===== config.mk =====
export PLATFORM = sky130hd
export DESIGN_NAME = hamming_near_duplicate_hash_store
export DESIGN_NICKNAME = d
export VERILOG_FILES = /design/src/hdl/hnd_pkg.sv /design/src/hdl/hnd_side.sv /design/src/hdl/hamming_near_duplicate_hash_store.sv
export VERILOG_INCLUDE_DIRS = /design/src /design/src/hdl
export SDC_FILE = /design/constraint.sdc
export NUM_CORES = 2
export LEC_CHECK = 0
export BUFFER_PORTS_ARGS = -buffer_cell sky130_fd_sc_hd__buf_2
export CORE_MARGIN = 2
export CORE_UTILIZATION = 32
export DETAILED_ROUTE_END_ITERATION = 10
export PLACE_DENSITY_LB_ADDON = 0.3
export SLEW_MARGIN = 40
export SYNTH_ARGS = -nofsm -noshare
export SYNTH_HDL_FRONTEND = slang
export SYNTH_SLANG_ARGS = --single-unit

===== constraint.sdc =====
create_clock -name clock -period 18.4 [get_ports clock]
set_input_delay 0.92 -clock clock [delete_from_list [all_inputs] [get_ports clock]]
set_output_delay 0.92 -clock clock [all_outputs]
set_load 0.05 [all_outputs]

===== src/hdl/assert_macros.svh =====
// Assertion helpers. The bodies are empty when SYNTHESIS is defined.
`ifndef ASSERT_MACROS_SVH
`define ASSERT_MACROS_SVH

`ifndef SYNTHESIS

// Same-cycle implication.
`define ASSERT_IMPLIES(lbl, clk, rst, ante, cons) \
   lbl: assert property (@(posedge clk) disable iff (rst) (ante) |-> (cons)) \
      else $error("assertion failed");

// Next-cycle implication.
`define ASSERT_NEXT(lbl, clk, rst, ante, cons) \
   lbl: assert property (@(posedge clk) disable iff (rst) (ante) |=> (cons)) \
      else $error("assertion failed");

`else

`define ASSERT_IMPLIES(lbl, clk, rst, ante, cons)
`define ASSERT_NEXT(lbl, clk, rst, ante, cons)

`endif

`endif


===== src/hdl/hnd_pkg.sv =====
`timescale 1ns / 1ps

package hnd_pkg;

   localparam int TABLE_DEPTH = 16;
   localparam int HASH_W      = 64;
   localparam int DIST_W      = 7;
   localparam int ENTRIES_W   = 5;
   localparam int OP_W        = 2;
   localparam int CSR_IDX_W   = 1;

   localparam logic [OP_W-1:0] OP_LEARN = 2'd0;
   localparam logic [OP_W-1:0] OP_CHECK = 2'd1;
   localparam logic [OP_W-1:0] OP_CLEAR = 2'd2;

   localparam logic [CSR_IDX_W-1:0] REG_DEDUP = 1'd0;
   localparam logic [CSR_IDX_W-1:0] REG_MATCH = 1'd1;

   localparam logic [DIST_W-1:0] DEDUP_RESET = 7'd8;
   localparam logic [DIST_W-1:0] MATCH_RESET = 7'd15;

   // control from sequencer to one table side
   typedef struct packed {
      logic              start;
      logic              ack;
      logic [OP_W-1:0]   op;
      logic [DIST_W-1:0] limit;
   } side_ctl_type;

   // status from one table side
   typedef struct packed {
      logic done;
      logic hit;
      logic added;
      logic ovf;
   } side_sts_type;

   // adder tree popcount of a 64-bit word
   function automatic logic [DIST_W-1:0] popcount64(input logic [HASH_W-1:0] v);
      logic [1:0] s1 [32];
      logic [2:0] s2 [16];
      logic [3:0] s3 [8];
      logic [4:0] s4 [4];
      logic [5:0] s5 [2];
      for (int i = 0; i < 32; i++) s1[i] = {1'b0, v[2*i]} + {1'b0, v[2*i+1]};
      for (int i = 0; i < 16; i++) s2[i] = {1'b0, s1[2*i]} + {1'b0, s1[2*i+1]};
      for (int i = 0; i < 8; i++)  s3[i] = {1'b0, s2[2*i]} + {1'b0, s2[2*i+1]};
      for (int i = 0; i < 4; i++)  s4[i] = {1'b0, s3[2*i]} + {1'b0, s3[2*i+1]};
      for (int i = 0; i < 2; i++)  s5[i] = {1'b0, s4[2*i]} + {1'b0, s4[2*i+1]};
      return {1'b0, s5[0]} + {1'b0, s5[1]};
   endfunction

endpackage


===== src/hdl/hnd_side.sv =====
`timescale 1ns / 1ps
`include "assert_macros.svh"

// One hash table: memory, fill count and a scan that reads one entry per cycle.
module hnd_side #(
   parameter int Depth = hnd_pkg::TABLE_DEPTH
) (
   input  logic                          clock,
   input  logic                          reset,
   input  hnd_pkg::side_ctl_type         ctl,
   input  logic [hnd_pkg::HASH_W-1:0]    hash,
   output hnd_pkg::side_sts_type         sts,
   output logic [$clog2(Depth+1)-1:0]    fill
);

   localparam int FillW = $clog2(Depth + 1);
   localparam int IdxW  = (Depth > 1) ? $clog2(Depth) : 1;
   localparam int HashW = hnd_pkg::HASH_W;
   localparam int DistW = hnd_pkg::DIST_W;
   localparam int OpW   = hnd_pkg::OP_W;

   typedef enum logic [2:0] {
      S_IDLE = 3'b001,
      S_SCAN = 3'b010,
      S_DONE = 3'b100
   } side_state_type;

   side_state_type state_ff, state_in;
   logic [FillW-1:0] fill_ff, fill_in;
   logic [FillW-1:0] issue_ff, issue_in;
   logic             pend_ff, pend_in;
   logic             hit_ff, hit_in;
   logic             added_ff, added_in;
   logic             ovf_ff, ovf_in;
   logic [OpW-1:0]   op_ff, op_in;
   logic [DistW-1:0] limit_ff, limit_in;
   logic [HashW-1:0] hash_ff, hash_in;
   logic [HashW-1:0] rdata_ff;
   logic             rd_en, wr_en;
   logic [DistW-1:0] hdist;

   logic [HashW-1:0] mem [Depth];

   assign hdist = hnd_pkg::popcount64(rdata_ff ^ hash_ff);

   always_comb begin
      state_in = state_ff;
      fill_in  = fill_ff;
      issue_in = issue_ff;
      pend_in  = 1'b0;
      hit_in   = hit_ff;
      added_in = added_ff;
      ovf_in   = ovf_ff;
      op_in    = op_ff;
      limit_in = limit_ff;
      hash_in  = hash_ff;
      rd_en    = 1'b0;
      wr_en    = 1'b0;
      case (state_ff)
         S_IDLE: begin
            if (ctl.start) begin
               op_in    = ctl.op;
               limit_in = ctl.limit;
               hash_in  = hash;
               hit_in   = 1'b0;
               added_in = 1'b0;
               ovf_in   = 1'b0;
               issue_in = '0;
               if (ctl.op == hnd_pkg::OP_LEARN || ctl.op == hnd_pkg::OP_CHECK) begin
                  state_in = S_SCAN;
               end else begin
                  if (ctl.op == hnd_pkg::OP_CLEAR) fill_in = '0;
                  state_in = S_DONE;
               end
            end
         end
         S_SCAN: begin
            if (pend_ff && (hdist < limit_ff)) hit_in = 1'b1;
            if (issue_ff != fill_ff) begin
               rd_en    = 1'b1;
               issue_in = FillW'(issue_ff + 1'b1);
               pend_in  = 1'b1;
            end else if (!pend_ff) begin
               // last compare has landed in hit_ff
               state_in = S_DONE;
               if (op_ff == hnd_pkg::OP_LEARN && !hit_ff) begin
                  if (fill_ff == FillW'(Depth)) begin
                     ovf_in = 1'b1;
                  end else begin
                     wr_en    = 1'b1;
                     fill_in  = FillW'(fill_ff + 1'b1);
                     added_in = 1'b1;
                  end
               end
            end
         end
         S_DONE: begin
            if (ctl.ack) state_in = S_IDLE;
         end
         default: state_in = S_IDLE;
      endcase
   end

   always_ff @(posedge clock) begin
      if (reset) begin
         state_ff <= S_IDLE;
         fill_ff  <= '0;
         issue_ff <= '0;
         pend_ff  <= 1'b0;
         hit_ff   <= 1'b0;
         added_ff <= 1'b0;
         ovf_ff   <= 1'b0;
      end else begin
         state_ff <= state_in;
         fill_ff  <= fill_in;
         issue_ff <= issue_in;
         pend_ff  <= pend_in;
         hit_ff   <= hit_in;
         added_ff <= added_in;
         ovf_ff   <= ovf_in;
      end
   end

   always_ff @(posedge clock) begin
      op_ff    <= op_in;
      limit_ff <= limit_in;
      hash_ff  <= hash_in;
   end

   always_ff @(posedge clock) begin
      if (rd_en) rdata_ff <= mem[issue_ff[IdxW-1:0]];
      if (wr_en) mem[fill_ff[IdxW-1:0]] <= hash_ff;
   end

   assign sts.done  = (state_ff == S_DONE);
   assign sts.hit   = hit_ff;
   assign sts.added = added_ff;
   assign sts.ovf   = ovf_ff;
   assign fill      = fill_ff;

   `ASSERT_IMPLIES(a_fill_bound, clock, reset, 1'b1, fill_ff <= FillW'(Depth))
   `ASSERT_NEXT(a_done_hold, clock, reset, state_ff == S_DONE && !ctl.ack, state_ff == S_DONE)
   `ASSERT_IMPLIES(a_add_or_drop, clock, reset, state_ff == S_DONE, !(added_ff && ovf_ff))

endmodule


===== src/hdl/hamming_near_duplicate_hash_store.sv =====
`timescale 1ns / 1ps
`include "assert_macros.svh"

// Learn and check scan the entries of both tables side by side between request accept and
// rsp_valid, and take longer as the fuller table holds more entries; clear and the unused
// opcode skip the scan. A new request is accepted only after the last one's result is loaded
// into the response registers; each table memory has one read port scanned one entry per
// cycle. The next request gets in while a result waits, then stalls.
// Reset (synchronous, active high): both tables empty, thresholds at 8 and 15.
module hamming_near_duplicate_hash_store #(
   parameter int TABLE_DEPTH = hnd_pkg::TABLE_DEPTH
) (
   input  logic                             clock,
   input  logic                             reset,
   input  logic                             csr_we,
   input  logic [hnd_pkg::CSR_IDX_W-1:0]    csr_index,
   input  logic [hnd_pkg::DIST_W-1:0]       csr_wdata,
   input  logic                             req_valid,
   output logic                             req_ready,
   input  logic [hnd_pkg::OP_W-1:0]         req_opcode,
   input  logic [hnd_pkg::HASH_W-1:0]       req_left_hash,
   input  logic [hnd_pkg::HASH_W-1:0]       req_right_hash,
   output logic                             rsp_valid,
   input  logic                             rsp_ready,
   output logic                             rsp_both_match,
   output logic                             rsp_left_match,
   output logic                             rsp_right_match,
   output logic                             rsp_left_added,
   output logic                             rsp_right_added,
   output logic                             rsp_overflow,
   output logic [hnd_pkg::ENTRIES_W-1:0]    rsp_left_entries,
   output logic [hnd_pkg::ENTRIES_W-1:0]    rsp_right_entries
);

   localparam int FillW = $clog2(TABLE_DEPTH + 1);
   localparam int EntW  = hnd_pkg::ENTRIES_W;
   localparam int HashW = hnd_pkg::HASH_W;
   localparam int DistW = hnd_pkg::DIST_W;
   localparam int OpW   = hnd_pkg::OP_W;

   typedef enum logic [1:0] {
      T_IDLE = 2'b01,
      T_BUSY = 2'b10
   } top_state_type;

   top_state_type state_ff, state_in;
   logic [DistW-1:0] dedup_ff, match_ff;
   logic [OpW-1:0]   op_ff;
   logic [HashW-1:0] lhash_ff, rhash_ff;
   logic             start_ff;
   logic             accept, load;
   logic             is_check, is_learn;

   logic             rsp_valid_ff;
   logic             both_ff, lmatch_ff, rmatch_ff, ladded_ff, radded_ff, ovf_ff;
   logic [EntW-1:0]  lent_ff, rent_ff;

   hnd_pkg::side_ctl_type ctl;
   hnd_pkg::side_sts_type left_sts, right_sts;
   logic [FillW-1:0]      left_fill, right_fill;

   assign accept    = req_valid && req_ready;
   assign req_ready = (state_ff == T_IDLE);
   assign load      = (state_ff == T_BUSY) && left_sts.done && right_sts.done &&
                      (!rsp_valid_ff || rsp_ready);
   assign is_check  = (op_ff == hnd_pkg::OP_CHECK);
   assign is_learn  = (op_ff == hnd_pkg::OP_LEARN);

   assign ctl.start = start_ff;
   assign ctl.ack   = load;
   assign ctl.op    = op_ff;
   assign ctl.limit = is_learn ? dedup_ff : match_ff;

   always_comb begin
      state_in = state_ff;
      case (state_ff)
         T_IDLE:  if (accept) state_in = T_BUSY;
         T_BUSY:  if (load) state_in = T_IDLE;
         default: state_in = T_IDLE;
      endcase
   end

   always_ff @(posedge clock) begin
      if (reset) begin
         state_ff     <= T_IDLE;
         start_ff     <= 1'b0;
         rsp_valid_ff <= 1'b0;
         dedup_ff     <= hnd_pkg::DEDUP_RESET;
         match_ff     <= hnd_pkg::MATCH_RESET;
      end else begin
         state_ff <= state_in;
         start_ff <= accept;
         if (load) rsp_valid_ff <= 1'b1;
         else if (rsp_ready) rsp_valid_ff <= 1'b0;
         if (csr_we) begin
            case (csr_index)
               hnd_pkg::REG_DEDUP: dedup_ff <= csr_wdata;
               hnd_pkg::REG_MATCH: match_ff <= csr_wdata;
               default: ;
            endcase
         end
      end
   end

   always_ff @(posedge clock) begin
      if (accept) begin
         op_ff    <= req_opcode;
         lhash_ff <= req_left_hash;
         rhash_ff <= req_right_hash;
      end
      if (load) begin
         both_ff   <= is_check && left_sts.hit && right_sts.hit;
         lmatch_ff <= is_check && left_sts.hit;
         rmatch_ff <= is_check && right_sts.hit;
         ladded_ff <= is_learn && left_sts.added;
         radded_ff <= is_learn && right_sts.added;
         ovf_ff    <= is_learn && (left_sts.ovf || right_sts.ovf);
         lent_ff   <= EntW'(left_fill);
         rent_ff   <= EntW'(right_fill);
      end
   end

   hnd_side #(.Depth(TABLE_DEPTH)) u_left (
      .clock (clock),
      .reset (reset),
      .ctl   (ctl),
      .hash  (lhash_ff),
      .sts   (left_sts),
      .fill  (left_fill)
   );

   hnd_side #(.Depth(TABLE_DEPTH)) u_right (
      .clock (clock),
      .reset (reset),
      .ctl   (ctl),
      .hash  (rhash_ff),
      .sts   (right_sts),
      .fill  (right_fill)
   );

   assign rsp_valid         = rsp_valid_ff;
   assign rsp_both_match    = both_ff;
   assign rsp_left_match    = lmatch_ff;
   assign rsp_right_match   = rmatch_ff;
   assign rsp_left_added    = ladded_ff;
   assign rsp_right_added   = radded_ff;
   assign rsp_overflow      = ovf_ff;
   assign rsp_left_entries  = lent_ff;
   assign rsp_right_entries = rent_ff;

   `ASSERT_IMPLIES(a_start_sides_idle, clock, reset, start_ff, !left_sts.done && !right_sts.done)
   `ASSERT_NEXT(a_busy_hold, clock, reset, state_ff == T_BUSY && !load, state_ff == T_BUSY)
   `ASSERT_IMPLIES(a_learn_check_excl, clock, reset,
                   rsp_valid_ff && (ladded_ff || radded_ff || ovf_ff), !lmatch_ff && !rmatch_ff)

endmodule

==> flow_summary_export.csv <==
group,metric,value,unit
run_status,run_status,"finished clean",
cells_and_area,layout_commonest_cell,"edfxtp_1",
clocking,cts_buffer_depth,4,
critical_path,crit_family,"adder cells",
critical_path,crit_type,"flip-flop to flip-flop",
yosys,synthArstFlopShare,0,%
clocking,cts_hold_buffers,0,
clocking,post_cts_buffers,0,
clocking,path_clk_slew,0.06,ns
clocking,cts_tree,"yes",
drt,drcViolationCount,0,
floorplan,dieArea,306000,um^2
timing,hold_viol,0,
drt,dr.pass1.iters,8,
yosys,yosysSeqAreaShare,77.8,%
power_and_ir_drop,switching_share,25.5,%
clocking,cts_resized,0,
timing,final.setup.tns,0,ns
global_routing,track_usage,15.1,%
cells_and_area,fin_util,37.2,%
critical_path,required,19.16,ns
power_and_ir_drop,clockPowerShare,37.0,%
timing,setup_viol,0,
timing,period_share,42.0,%
global_routing,grt_antenna_before_repair,34,
clocking,cts_buffers,275,
drt,routed_via_density,4.95,
critical_path,endpoint_kind,"flip-flop",
power_and_ir_drop,leakage,34.2,nW
floorplan,core_area,300000,um^2
power_and_ir_drop,p_per_area,128,nW/um^2
global_routing,grt_pass1_vias,45100,
power_and_ir_drop,p_switching,3.66,mW
placement,dp_cells,8100,
drt,drt_wl_total,235000,um
timing,rsz0062_at_grt,"false",
power_and_ir_drop,seqPwrFrac,44.9,%
timing,fmax,129,MHz
critical_path,path_buf_inv,5,
critical_path,crit_path_frequent_cell,"fa_1",
timing,tightestPinTransition,0.873,ns
yosys,yosysTopAreaCell,"edfxtp_1",
floorplan,rows,201,
critical_path,start_kind,"flip-flop",
drt,drt.antenna.violating_nets,0,
yosys,ys_seq_elements,2520,
power_and_ir_drop,combPwrFrac,18.1,%
floorplan,die_width,553,um
critical_path,max_stage_delay,0.63,ns
clocking,clock_latency,0.85,ns
timing,clock_skew,0.0477,ns
drt,vias,42500,
floorplan,io_pins,161,
timing,drv_slew,0,
power_and_ir_drop,power.internal,10.7,mW
cells_and_area,mostFrequentLayoutCells,"2468 x edfxtp_1, 640 x mux4_2, 281 x clkbuf_16",
floorplan,start_util,32.2,%
run,drv_cap,0,
yosys,synth.distinct_cells,56,
drt,wl_per_cell,27.4,um
critical_path,path_max_fanout,17,
yosys,synth_top_area_share,76.8,%
yosys,synthFlopType,"edfxtp_1",
global_routing,grt_pass1_wl,333000,um
yosys,synth_cells,4041,
yosys,avgSynthCellArea,23.9,um^2
min_path,hp-class,"primary input to flip-flop",
placement,gp_congestion,0.783,
placement,portBuffers,160,
clocking,clock-root-buffer,"clkbuf_16",
floorplan,die_h,553,um
yosys,syn_area,96600,um^2
timing,min_period,7.73,ns
yosys,yosysWarningCount,0,
clocking,cts_htree_levels,5,
cells_and_area,nets,4727,
global_routing,gr-total-overflow,0,
cells_and_area,final_cells,8586,
yosys,synth_enable_flop_cells,2468,
global_routing,grt_max_degree,117,
clocking,cts.sinks,2520,
power_and_ir_drop,ir_worst_vdd,310,uV
placement,dp_hpwl,123000,um
critical_path,arrival,8.48,ns
cells_and_area,drive_gt1_share,28.8,%
drt,drtIter0Drc,4202,
timing,relSlewSlack,41.8,%
critical_path,slowest_stage,"fa_1",
yosys,synth_fp_nets,4344,
cells_and_area,syn2layout_area_growth,15.6,%
yosys,synth_area_leaders,"edfxtp_1 77%, mux4_2 15%, fa_1 2.2%",
## area by class of cell
cell class	instances	area [um^2]
Antenna cell	11	27.5
Clock inverter	136	1270
Sequential cell	2520	75200
Multi-Input combinational cell	1252	20500
Timing Repair Buffer	264	2000
Fill cell	26900	188000
Inverter	111	432
Tap cell	3958	4950
Clock buffer	334	7240
## cell usage after synthesis, types with 14 or more instances
| library cell | n |
|---|---|
| xor2_1 | 81 |
| o21ai_0 | 18 |
| nor3_1 | 14 |
| buf_1 | 14 |
| buf_2 | 54 |
| inv_1 | 111 |
| and3_1 | 16 |
| nor2_1 | 60 |
| nand2b_1 | 21 |
| nand2_1 | 24 |
| xnor2_1 | 71 |
| edfxtp_1 | 2468 |
| a21oi_1 | 27 |
| clkbuf_1 | 89 |
| fa_1 | 108 |
| nand3_1 | 15 |
| ha_1 | 52 |
| dfxtp_1 | 52 |
| mux4_2 | 640 |
## cells by family (layout without fill, tap and decap cells)
family          count (synthesis)  count (layout)  share of synthesized area [%]
mux                           653             653                           15.1
fa+ha+maj                     160             160                           2.91
simple gates                  191             191                           1.04
xor+xnor                      152             152                           1.38
compound gates                 96              96                          0.648
other cells                     0              11                              0
buf+inv                       269             845                           1.12
flops                        2520            2520                           77.8
## final timing paths
kind | startpoint | to | slack (ns) | cells after the start
worst max-delay path | u_left.hash_ff[45]$_DFFE_PP_ | u_left.hit_ff$_SDFFE_PP0P_ | 10.67 | 25
worst min-delay path | req_right_hash[31] | rhash_ff[31]$_DFFE_PP_ | 0.24 | 1
worst max register to register | u_left.hash_ff[45]$_DFFE_PP_ | u_left.hit_ff$_SDFFE_PP0P_ | 10.67 | 25
worst min register to register | lhash_ff[53]$_DFFE_PP_ | u_left.hash_ff[53]$_DFFE_PP_ | 0.41 | 0
## routing by layer
layer	track usage (%)	vias to the layer above	share of wire, %
li1	-	17600	-
met1	20.6	23400	43
met2	25.2	1085	50
met3	2.30	346	4.9
met4	3.97	22	2.3
met5	0	-	0.059
## per-stage QoR
step / area, um^2 / setup WS [ns] / hold slack (ns) / total power, mW
finish: 112000 / 10.67 / 0.241 / 14.3
floorplan: 96600 / 11.33 / 0.400 / 8.53
global route: 112000 / 10.25 / 0.203 / 15.2
CTS: 112000 / 10.61 / 0.170 / 14.5
detailed placement: 103000 / 10.67 / 0.405 / 9.21
global placement: 103000 / 10.55 / 0.401 / 9.16
## power groups by stage
stage	registers, mW	logic (mW)	clock network [mW]
floorplan	6.52	2.01	0
global placement	6.55	2.61	0
detailed placement	6.56	2.65	0
CTS	6.44	2.66	5.43
global route	6.45	3.08	5.64
finish	6.44	2.59	5.30
## state kept, by name, summed over array words and instances, names as in the netlist, 3 cells and up
register,count
u_left.limit_ff,7
rsp_left_entries,5
lhash_ff,64
u_right.issue_ff,5
u_left.state_ff,3
u_left.fill,5
u_left.rdata_ff,64
u_right.rdata_ff,64
u_right.state_ff,3
u_left.issue_ff,5
match_ff,7
rhash_ff,64
u_left.mem,1024
rsp_right_entries,5
dedup_ff,7
u_right.limit_ff,7
u_right.hash_ff,64
u_right.fill,5
u_left.hash_ff,64
u_right.mem,1024
No activity file was read; power rests on OpenSTA's default activity.
